<file path="src/rtl/svt_ram.sv">
// svt_ram: generic simple dual-port RAM, one write and one registered read.
// Read of the address being written returns the old contents. No dependencies.
module svt_ram #(
	parameter int WIDTH = 8,
	parameter int DEPTH = 16
) (
	input  logic                                     clk,
	input  logic                                     we,
	input  logic [((DEPTH > 1) ? $clog2(DEPTH) : 1)-1:0] waddr,
	input  logic [WIDTH-1:0]                         wdata,
	input  logic [((DEPTH > 1) ? $clog2(DEPTH) : 1)-1:0] raddr,
	output logic [WIDTH-1:0]                         rdata
);

	logic [WIDTH-1:0] mem_q [DEPTH];
	logic [WIDTH-1:0] rdata_q;

	always_ff @(posedge clk) begin
		if (we) begin
			mem_q[waddr] <= wdata;
		end
		rdata_q <= mem_q[raddr];
	end

	assign rdata = rdata_q;

endmodule

</file>
<file path="config.mk">
export PLATFORM = sky130hd
export DESIGN_NAME = svt_ram
export DESIGN_NICKNAME = d
export VERILOG_FILES = /design/src/rtl/svt_ram.sv
export SDC_FILE = /design/constraint.sdc
export NUM_CORES = 1
export LEC_CHECK = 0
export BUFFER_PORTS_ARGS = -buffer_cell sky130_fd_sc_hd__buf_2
export CAP_MARGIN = 10
export CORE_AREA = 3 3 85 148
export CTS_CLUSTER_SIZE = 25
export DETAILED_ROUTE_END_ITERATION = 7
export DIE_AREA = 0 0 88 151
export GPL_TIMING_DRIVEN = 0
export PLACE_DENSITY = 0.6
export REMOVE_ABC_BUFFERS = 1
export SLEW_MARGIN = 0
export SYNTH_ARGS = -nofsm -noshare
export SYNTH_HDL_FRONTEND = slang
export SYNTH_SLANG_ARGS = --single-unit
</file>
<file path="constraint.sdc">
create_clock -name clk -period 1.6 [get_ports clk]
set_clock_uncertainty 0.15 [all_clocks]
set_input_delay 0 -clock clk [delete_from_list [all_inputs] [get_ports clk]]
set_output_delay 0 -clock clk [all_outputs]
set_load 0.02 [all_outputs]
</file>
==> results.sh <==
export IMPL_status="complete, but fails checks"
export IMPL_violations="hold timing"
export IMPL_hold_depth=2
export IMPL_ant_nets=0
export IMPL_drv_cap=0
export IMPL_synth_top_family_by_area="multiplexers"
export IMPL_worst_pin_slew_ns=0.963
export IMPL_yosys_warnings=0
export IMPL_cts_hold_fix_buffers=8
export IMPL_fin_area_um2=6010
export IMPL_avgSynthCellArea_um2=22.5
export IMPL_period_share_pct=94.6
export IMPL_synthTopCellsByArea="edfxtp_1 75%, mux4_2 7.9%, mux4_1 7.1%"
export IMPL_holdPathEnd="mem_q[4][1]$_DFFE_PP_"
export IMPL_placed_area_um2=5380
export IMPL_fin_hold_ws_ns=-0.0189
export IMPL_pwr_density_cell_nw_per_um2=1330
export IMPL_grt_use_total_pct=16.3
export IMPL_setup_violations=0
export IMPL_drc_errors=0
export IMPL_grt_max_degree=33
export IMPL_post_cts_setup_buffers=0
export IMPL_io_buffer_count=25
export IMPL_rsz0062_at_grt="false"
export IMPL_crit_path_start_kind="flop"
export IMPL_gp_congestion=0.727
export IMPL_ys_seq_elements=136
export IMPL_hold_start="waddr[1]"
export IMPL_cts_tree="done"
export IMPL_synth_compound_gate_area_share_pct=2.33
export IMPL_synth_xor_area_share_pct=0
export IMPL_synth_edf_count=128
export IMPL_slew_limit_headroom_pct=35.6
export IMPL_cts_root_buf="clkbuf_16"
export IMPL_cp_arrival_ns=1.65
export IMPL_synth_adder_area_share_pct=0
export IMPL_clkTransAtPathRegs_ns=0.05
export IMPL_regArea_um2=4000
export IMPL_fin_ws_ns=0.0856
export IMPL_cellLeakagePower_nw=2.01
export IMPL_synth_top_cell_by_area="edfxtp_1"
export IMPL_ys_types=19
export IMPL_synth_cells=229
export IMPL_antenna_cells=0
export IMPL_drtPass1Iterations=4
export IMPL_htree_levels=4
export IMPL_dpl_cell_count=379
export IMPL_nNetsFinal=289
export IMPL_place_hpwl_um=6010
export IMPL_multiInputGateArea_um2=1080
export IMPL_crit_fanout=1
export IMPL_start_util_pct=44.7
export IMPL_drv_slew=0
export IMPL_r2r_start="mem_q[1][1]$_DFFE_PP_"
export IMPL_viasPerCell=5.70
export IMPL_fmax_mhz=660
export IMPL_clock_sinks=136
export IMPL_hold_path_class="input port to flop"
export IMPL_grt_pass1_vias=2562
export IMPL_die_y_um=151
export IMPL_pre_cts_slack_ns=-0.601
export IMPL_row_count=52
export IMPL_grt_pass1_wl_um=14900
export IMPL_worstReg2RegEnd="rdata[1]$_DFF_P_"
export IMPL_yosys_area_share_simple_pct=3.18
export IMPL_ioPinCount=26
export IMPL_drt_iter0_markers=166
export IMPL_gr_total_overflow=0
export IMPL_synth_top_area_share_pct=74.7
export IMPL_synthArstFlopShare_pct=0
export IMPL_synth_most_common_cell="edfxtp_1"
export IMPL_end_kind="flop"
export IMPL_die_width_um=88
export IMPL_cts_made_buffers=17
export IMPL_insertion_delay_ns=0.40
export IMPL_drive_gt1_share_pct=25.7
export IMPL_wl_um=9550
export IMPL_syn_cell_area_um2=5150
export IMPL_die_area_um2=13300
export IMPL_antenna_found_initial=0
export IMPL_ir_drop_mv=0.752
export IMPL_coreArea_um2=11500
export IMPL_synth_mux_area_share_pct=15.0
export IMPL_ys_flop_type="edfxtp_1"
export IMPL_cts_buffer_depth=2
export IMPL_period_needed_ns=1.51
export IMPL_crit_type="flop to flop"
export IMPL_yosysSeqAreaShare_pct=77.8
export IMPL_power_total_w=0.00796
export IMPL_wire_per_inst_um=22.8
export IMPL_synth_top_cells_by_count="128 x edfxtp_1, 18 x mux4_2, 16 x a22oi_1, 14 x mux4_1, 13 x nor2_1"
export IMPL_dr_total_vias=2387
export IMPL_cp_data_required_time_ns=1.74
export IMPL_syn_to_final_growth_pct=16.7
export IMPL_hold_viol=32
export IMPL_finalNonFillerCells=419
export IMPL_fill_cells=906
export IMPL_r2r_slack_ns=0.09
export IMPL_reg2reg_depth=3
==> layer usage <==
layer / routed length (um) / share of wire, % / global-route usage [%] / up-vias
li1: - / - / - / 1053
met1: 3820 / 40 / 19.6 / 1260
met2: 5230 / 55 / 27.3 / 62
met3: 361 / 3.8 / 5.17 / 12
met4: 136 / 1.4 / 5.84 / 0
met5: 0 / 0 / 0 / -
==> registers in the layout, summed over array words and instances (netlist names) <==
| name | count |
|---|---|
| rdata | 8 |
| mem_q | 128 |
==> cell type report <==
class	count	share of cell area, %
Clock inverter	4	0.750
Multi-Input combinational cell	83	17.9
Clock buffer	28	8.43
Timing Repair Buffer	33	3.46
Sequential cell	136	66.6
Tap cell	135	2.81
==> worst max-delay path, cell delays in order, from the launching register on <==
cell	delay, ns
edfxtp_1	0.34
mux4_1	0.52
a22oi_1	0.31
nand2_1	0.08
==> worst max path at each step <==
| stage | from | to | cells past startpoint |
|---|---|---|---|
| 2_1_floorplan | waddr[2] | mem_q[0][0]$_DFFE_PP_ | 2 |
| 6_report | mem_q[1][1]$_DFFE_PP_ | rdata[1]$_DFF_P_ | 3 |
| 3_3_place_gp | waddr[2] | mem_q[0][4]$_DFFE_PP_ | 3 |
| 3_5_place_dp | raddr[0] | rdata[2]$_DFF_P_ | 4 |
| 5_1_grt | mem_q[1][1]$_DFFE_PP_ | rdata[1]$_DFF_P_ | 3 |
| 4_1_cts | waddr[2] | mem_q[1][7]$_DFFE_PP_ | 3 |
==> kinds of logic (layout without fill, tap and decap cells) <==
| family | after synthesis | after routing |
|---|---|---|
| flops | 136 | 136 |
| simple gates | 35 | 35 |
| mux | 32 | 32 |
| compound gates | 16 | 16 |
| buf+inv | 10 | 65 |
==> power by group <==
| part | internal [W] | leakage [nW] | switching, W |
|---|---|---|---|
| clock | 0.00230 | 0.272 | 0.00128 |
| sequential | 0.00399 | 1.22 | 0.0000181 |
| combinational | 0.000155 | 0.509 | 0.000231 |
==> cells in the final DEF, fill, tap and decap left out <==
cell / count
edfxtp_1: 128
buf_4: 1
bufinv_16: 1
clkinv_2: 3
mux4_1: 14
dfxtp_1: 8
or3b_2: 1
nor2_1: 13
clkbuf_16: 17
clkbuf_8: 4
nor2b_1: 1
a22oi_1: 16
buf_2: 24
mux4_2: 18
clkbuf_1: 7
and2b_1: 1
dlygate4sd3_1: 8
nand2_1: 9
nand3b_1: 2
nor3_2: 4
nand3_1: 1
and2_1: 1
nand2b_1: 2
==> per-stage QoR <==
| stage | utilization, % | TNS (ns) |
|---|---|---|
| global placement | 46.5 | -32.07 |
| detailed placement | 46.7 | -20.29 |
| global route | 52.2 | 0 |
| finish | 52.2 | 0 |
| floorplan | - | -0.343 |
| CTS | 52.2 | 0 |
==> repair_timing <==
action / CTS / global route
hold endpoints to repair: 160 / 24
endpoints found under the setup margin: 8 / 0
resized for setup: 1 / 0
Power figures use the tool's default switching activity.
