<file path="src/rtl/svt_pkg.sv">
// svt_pkg: shared sizes, word types, register indexes and helpers for the
// summed volume table block. No dependencies.
package svt_pkg;

	// Volume limits and channel format
	localparam int MAX_WIDTH    = 256;
	localparam int MAX_HEIGHT   = 256;
	localparam int MAX_DEPTH    = 256;
	localparam int CHANNEL_BITS = 16;
	localparam int NUM_CHAN     = 4;
	localparam int SUM_BITS     = 40;

	// Coordinate widths
	localparam int X_BITS = (MAX_WIDTH  > 1) ? $clog2(MAX_WIDTH)  : 1;
	localparam int Y_BITS = (MAX_HEIGHT > 1) ? $clog2(MAX_HEIGHT) : 1;
	localparam int Z_BITS = (MAX_DEPTH  > 1) ? $clog2(MAX_DEPTH)  : 1;

	// Memory geometry: row memory by x, slice memory by {y, x}
	localparam int LANE_BITS        = NUM_CHAN * SUM_BITS;
	localparam int ROW_DEPTH        = 1 << X_BITS;
	localparam int SLICE_ADDR_BITS  = X_BITS + Y_BITS;
	localparam int SLICE_DEPTH      = 1 << SLICE_ADDR_BITS;

	// Output queue
	localparam int OQ_DEPTH    = 8;
	localparam int OQ_PTR_BITS = $clog2(OQ_DEPTH);
	localparam int OQ_CNT_BITS = $clog2(OQ_DEPTH + 1);

	// Configuration port
	localparam int CFG_BITS       = 9;
	localparam int CFG_INDEX_BITS = 2;
	localparam int RESET_SIZE     = 256;

	localparam logic [CFG_INDEX_BITS-1:0] REG_VOLUME_WIDTH  = CFG_INDEX_BITS'(0);
	localparam logic [CFG_INDEX_BITS-1:0] REG_VOLUME_HEIGHT = CFG_INDEX_BITS'(1);
	localparam logic [CFG_INDEX_BITS-1:0] REG_VOLUME_DEPTH  = CFG_INDEX_BITS'(2);

	typedef struct packed {
		logic [CHANNEL_BITS-1:0] red_in;
		logic [CHANNEL_BITS-1:0] green_in;
		logic [CHANNEL_BITS-1:0] blue_in;
		logic [CHANNEL_BITS-1:0] alpha_in;
	} in_word_t;

	typedef struct packed {
		logic [SUM_BITS-1:0] sum_red;
		logic [SUM_BITS-1:0] sum_green;
		logic [SUM_BITS-1:0] sum_blue;
		logic [SUM_BITS-1:0] sum_alpha;
		logic                last_voxel;
	} out_word_t;

	// One sum per channel: lane 0 red, 1 green, 2 blue, 3 alpha
	typedef logic [NUM_CHAN-1:0][SUM_BITS-1:0] lanes_t;

	// Size register to last coordinate: zero acts as 1, above max saturates
	function automatic logic [CFG_BITS-1:0] size_last(input logic [CFG_BITS-1:0] v,
			input int unsigned maxv);
		logic [CFG_BITS-1:0] r;
		if (v == '0) begin
			r = '0;
		end else if (32'(v) > maxv) begin
			r = CFG_BITS'(maxv - 1);
		end else begin
			r = v - 1'b1;
		end
		return r;
	endfunction

endpackage

</file>
<file path="src/rtl/svt_out_queue.sv">
// svt_out_queue: small FIFO of result words in front of the output channel.
// Depends on svt_pkg.
module svt_out_queue (
	input  logic               clk,
	input  logic               arst_n,
	input  logic               push,
	input  svt_pkg::out_word_t push_word,
	input  logic               pop,
	output svt_pkg::out_word_t head,
	output logic               not_empty
);

	svt_pkg::out_word_t                   mem_q [svt_pkg::OQ_DEPTH];
	logic [svt_pkg::OQ_PTR_BITS-1:0]      wr_ptr_q;
	logic [svt_pkg::OQ_PTR_BITS-1:0]      rd_ptr_q;
	logic [svt_pkg::OQ_CNT_BITS-1:0]      count_q;

	always_ff @(posedge clk) begin
		if (push) begin
			mem_q[wr_ptr_q] <= push_word;
		end
	end

	always_ff @(posedge clk or negedge arst_n) begin
		if (!arst_n) begin
			wr_ptr_q <= '0;
			rd_ptr_q <= '0;
			count_q  <= '0;
		end else begin
			if (push) begin
				wr_ptr_q <= wr_ptr_q + 1'b1;
			end
			if (pop) begin
				rd_ptr_q <= rd_ptr_q + 1'b1;
			end
			unique case ({push, pop})
				2'b10:   count_q <= count_q + 1'b1;
				2'b01:   count_q <= count_q - 1'b1;
				default: count_q <= count_q;
			endcase
		end
	end

	assign head      = mem_q[rd_ptr_q];
	assign not_empty = (count_q != '0);

	// upstream credit scheme must keep the queue from overflowing
	assert property (@(posedge clk) disable iff (!arst_n)
		push |-> (count_q != svt_pkg::OQ_CNT_BITS'(svt_pkg::OQ_DEPTH)) || pop)
		else $error("output queue overflow");

endmodule

</file>
<file path="config.mk">
export PLATFORM = sky130hd
export DESIGN_NAME = svt_out_queue
export DESIGN_NICKNAME = d
export VERILOG_FILES = /design/src/rtl/svt_pkg.sv /design/src/rtl/svt_out_queue.sv
export SDC_FILE = /design/constraint.sdc
export NUM_CORES = 1
export LEC_CHECK = 0
export ABC_AREA = 1
export BUFFER_PORTS_ARGS = -buffer_cell sky130_fd_sc_hd__clkbuf_2
export CORE_AREA = 2 2 253 355
export CTS_BUF_LIST = sky130_fd_sc_hd__clkbuf_4 sky130_fd_sc_hd__clkbuf_8
export DETAILED_ROUTE_END_ITERATION = 8
export DIE_AREA = 0 0 255 357
export PLACE_DENSITY = 0.78
export SYNTH_ARGS = -nofsm -noshare
export SYNTH_HDL_FRONTEND = slang
export SYNTH_SLANG_ARGS = --single-unit
export TNS_END_PERCENT = 1
</file>
<file path="constraint.sdc">
create_clock -name clk -period 7.7 [get_ports clk]
set_input_delay 0.77 -clock clk [delete_from_list [all_inputs] [get_ports clk]]
set_output_delay 0.77 -clock clk [all_outputs]
set_load 0.02 [all_outputs]
</file>
==> results.sh <==
export IMPL_slew_headroom_pct=15.5
export IMPL_wl_um=115000
export IMPL_detailedRoute_firstIterationViolations=2872
export IMPL_grt_pass1_wl_um=172000
export IMPL_avgSynthCellArea_um2=13.4
export IMPL_row_count=129
export IMPL_cts_tree="yes"
export IMPL_fillCellCount=6272
export IMPL_ant_nets=0
export IMPL_tightestPinTransition_ps=1270
export IMPL_yosys_warnings=0
export IMPL_crit_path_start_kind="register"
export IMPL_drv_slew=0
export IMPL_synth_seq_cells=1298
export IMPL_wire_per_inst_um=21.5
export IMPL_antenna_found_initial=23
export IMPL_area_delta_synth_final_pct=12.4
export IMPL_clk_transition_reported_paths_ps=60
export IMPL_drt_first_pass_iters=7
export IMPL_clock_latency_ps=860
export IMPL_clock_root_buffer="clkbuf_8"
export IMPL_chipWidth_um=255
export IMPL_crit_fanout=188
export IMPL_crit_arrival_ps=4290
export IMPL_drt_vias_per_instance=5.86
export IMPL_skew_ps=32.9
export IMPL_required_ps=6930
export IMPL_synthDistinctLibCells=20
export IMPL_postCtsSetupBuffers=0
export IMPL_htree_levels=4
export IMPL_die_area_mm2=0.0910
export IMPL_die_y_um=357
export IMPL_synth_nets=3878
export IMPL_setup_tns_ps=0
export IMPL_cts_resized=0
export IMPL_io_pins=327
export IMPL_cap_violations=0
export IMPL_cts_made_buffers=183
export IMPL_status="finished clean"
export IMPL_place_port_buffers=326
export IMPL_fmax_mhz=198
export IMPL_cts_hold_fix_buffers=1
export IMPL_grtUsageTotal_pct=25.0
export IMPL_syn_area_mm2=0.0498
export IMPL_setup_viol_count_final=0
export IMPL_path_class="register to primary output"
export IMPL_hold_class="primary input to register"
export IMPL_remaining_drc_errors=0
export IMPL_ir_drop_mv=0.359
export IMPL_grt_ovfl_total=0
export IMPL_synth_cells=3708
export IMPL_finalHoldViolCount=0
export IMPL_rsz0062_at_grt="false"
export IMPL_layout_drive_gt1_share_pct=16.1
export IMPL_clockBufferDepth=3
export IMPL_end_kind="primary output"
export IMPL_gp_congestion=0.763
export IMPL_finalCritPeriodShare_pct=65.7
export IMPL_first_global_vias=31000
export IMPL_vias=31300
export IMPL_initial_core_util_pct=56.7
export IMPL_power_leakage_nw=19.3
export IMPL_grt_max_degree=243
export IMPL_power_density_mw_per_mm2=391
export IMPL_finalCriticalPeriod_ps=5060
export IMPL_fin_nets=4178
export IMPL_hpwl_um=57100
export IMPL_cts_sinks=1298
export IMPL_seq_area_frac_synth_pct=78.1
export IMPL_coreArea_mm2=0.0880
export IMPL_holdWs_ps=163
[flip-flops by register name, summed over array words and instances (netlist names)]
| name | cells |
|---|---|
| wr_ptr_q | 3 |
| mem_q | 1288 |
| count_q | 4 |
| rd_ptr_q | 3 |
[synthesized netlist by cell type, drive strengths merged]
library cell,n,area [µm²]
a21oi,1,5.00
buf,100,548
clkbuf,149,561
dfrtp,10,250
edfxtp,1288,38700
ha,5,62.6
inv,14,52.6
nand2,504,1890
nand3,4,20.0
nor2,655,2460
o21ai,649,3250
o22ai,322,2010
or2,1,6.26
xnor2,2,17.5
xor2,4,35.0
[power by group]
| part | switching [mW] | leakage, nW | internal [mW] |
|---|---|---|---|
| Sequential | 0.261 | 11.8 | 8.56 |
| Clock | 2.49 | 1.91 | 2.81 |
| Combinational | 5.72 | 5.56 | 2.08 |
| Total | 8.47 | 19.3 | 13.5 |
[through the flow]
stage               utilization, %  power [mW]  cell area [µm²]  cells  worst slack, ps
floorplan                        -        14.3            49800   3708             -814
global route                  63.7        23.1            56000   5331             2370
CTS                           63.6        22.0            56000   5322             2590
finish                        63.7        21.9            56000   5339             2640
global placement              59.5        16.5            52300   5001             3620
detailed placement            59.5        16.8            52300   5001             3600
[placed cells by master (no fill, tap or decap)]
cell type	n
nor2_1	647
clkbuf_2	326
clkinv_4	3
clkinv_1	33
dlygate4sd3_1	1
dfrtp_4	3
clkinv_8	5
clkinvlp_4	4
clkbuf_8	188
a21oi_1	1
nor2_4	8
bufinv_16	8
inv_8	2
inv_1	11
xor2_1	4
xnor2_1	2
nand3_1	4
or2_2	1
edfxtp_1	1288
inv_6	3
ha_1	5
clkbuf_4	56
clkinv_2	21
o22ai_1	322
nand2_1	504
diode_2	17
dfrtp_1	7
buf_4	27
buf_12	10
o21ai_0	649
[path summary, 6_finish.rpt]
kind	start	to	slack, ps	depth (start not counted)
hold reg to reg	count_q[3]$_DFFE_PN0P_	count_q[3]$_DFFE_PN0P_	540	2
hold / removal	push_word[137]	mem_q[2][137]$_DFFE_PP_	160	1
setup / recovery	rd_ptr_q[1]$_DFFE_PN0P_	head[106]	2640	7
min in group asynchronous	arst_n	count_q[0]$_DFFE_PN0P_	310	2
max in group asynchronous	arst_n	rd_ptr_q[0]$_DFFE_PN0P_	7150	2
setup reg to reg	wr_ptr_q[0]$_DFFE_PN0P_	mem_q[3][55]$_DFFE_PP_	4700	3
[metal layers]
metal	vias to the layer above	global-route usage, %	part of all wire, %	routed length [µm]
met3	244	7.15	8.7	9950
met4	20	10.4	2.9	3320
met1	15500	29.5	38	43600
li1	14300	-	-	-
met2	1270	42.9	50	57800
met5	-	0	0.11	129
[final cells by class]
type / instances / area, µm² / share of cell area [%]
sequential: 1298 / 38900 / 69.5
multi-input combinational: 2147 / 9820 / 17.5
clock buffer: 244 / 3010 / 5.37
timing repair buffer: 364 / 2040 / 3.65
tap: 1179 / 1480 / 2.63
clock inverter: 76 / 624 / 1.11
inverter: 14 / 72.6 / 0.130
antenna: 17 / 42.5 / 0.0759
[cells by family after synthesis]
kind of cell,Yosys count,synth area share (%)
flops,1298,78.1
simple gates,1164,8.78
compound gates,972,10.6
buf+inv,263,2.33
xor+xnor,6,0.105
fa+ha+maj,5,0.126
[critical path, stage by stage, from the launching register on]
cell and delay, ps:
dfrtp_4 900, buf_12 690, buf_4 810, o21ai_0 260
o22ai_1 220, nand2_1 70, nand2_1 150, clkbuf_2 190
No activity file was read; power rests on OpenSTA's default activity.
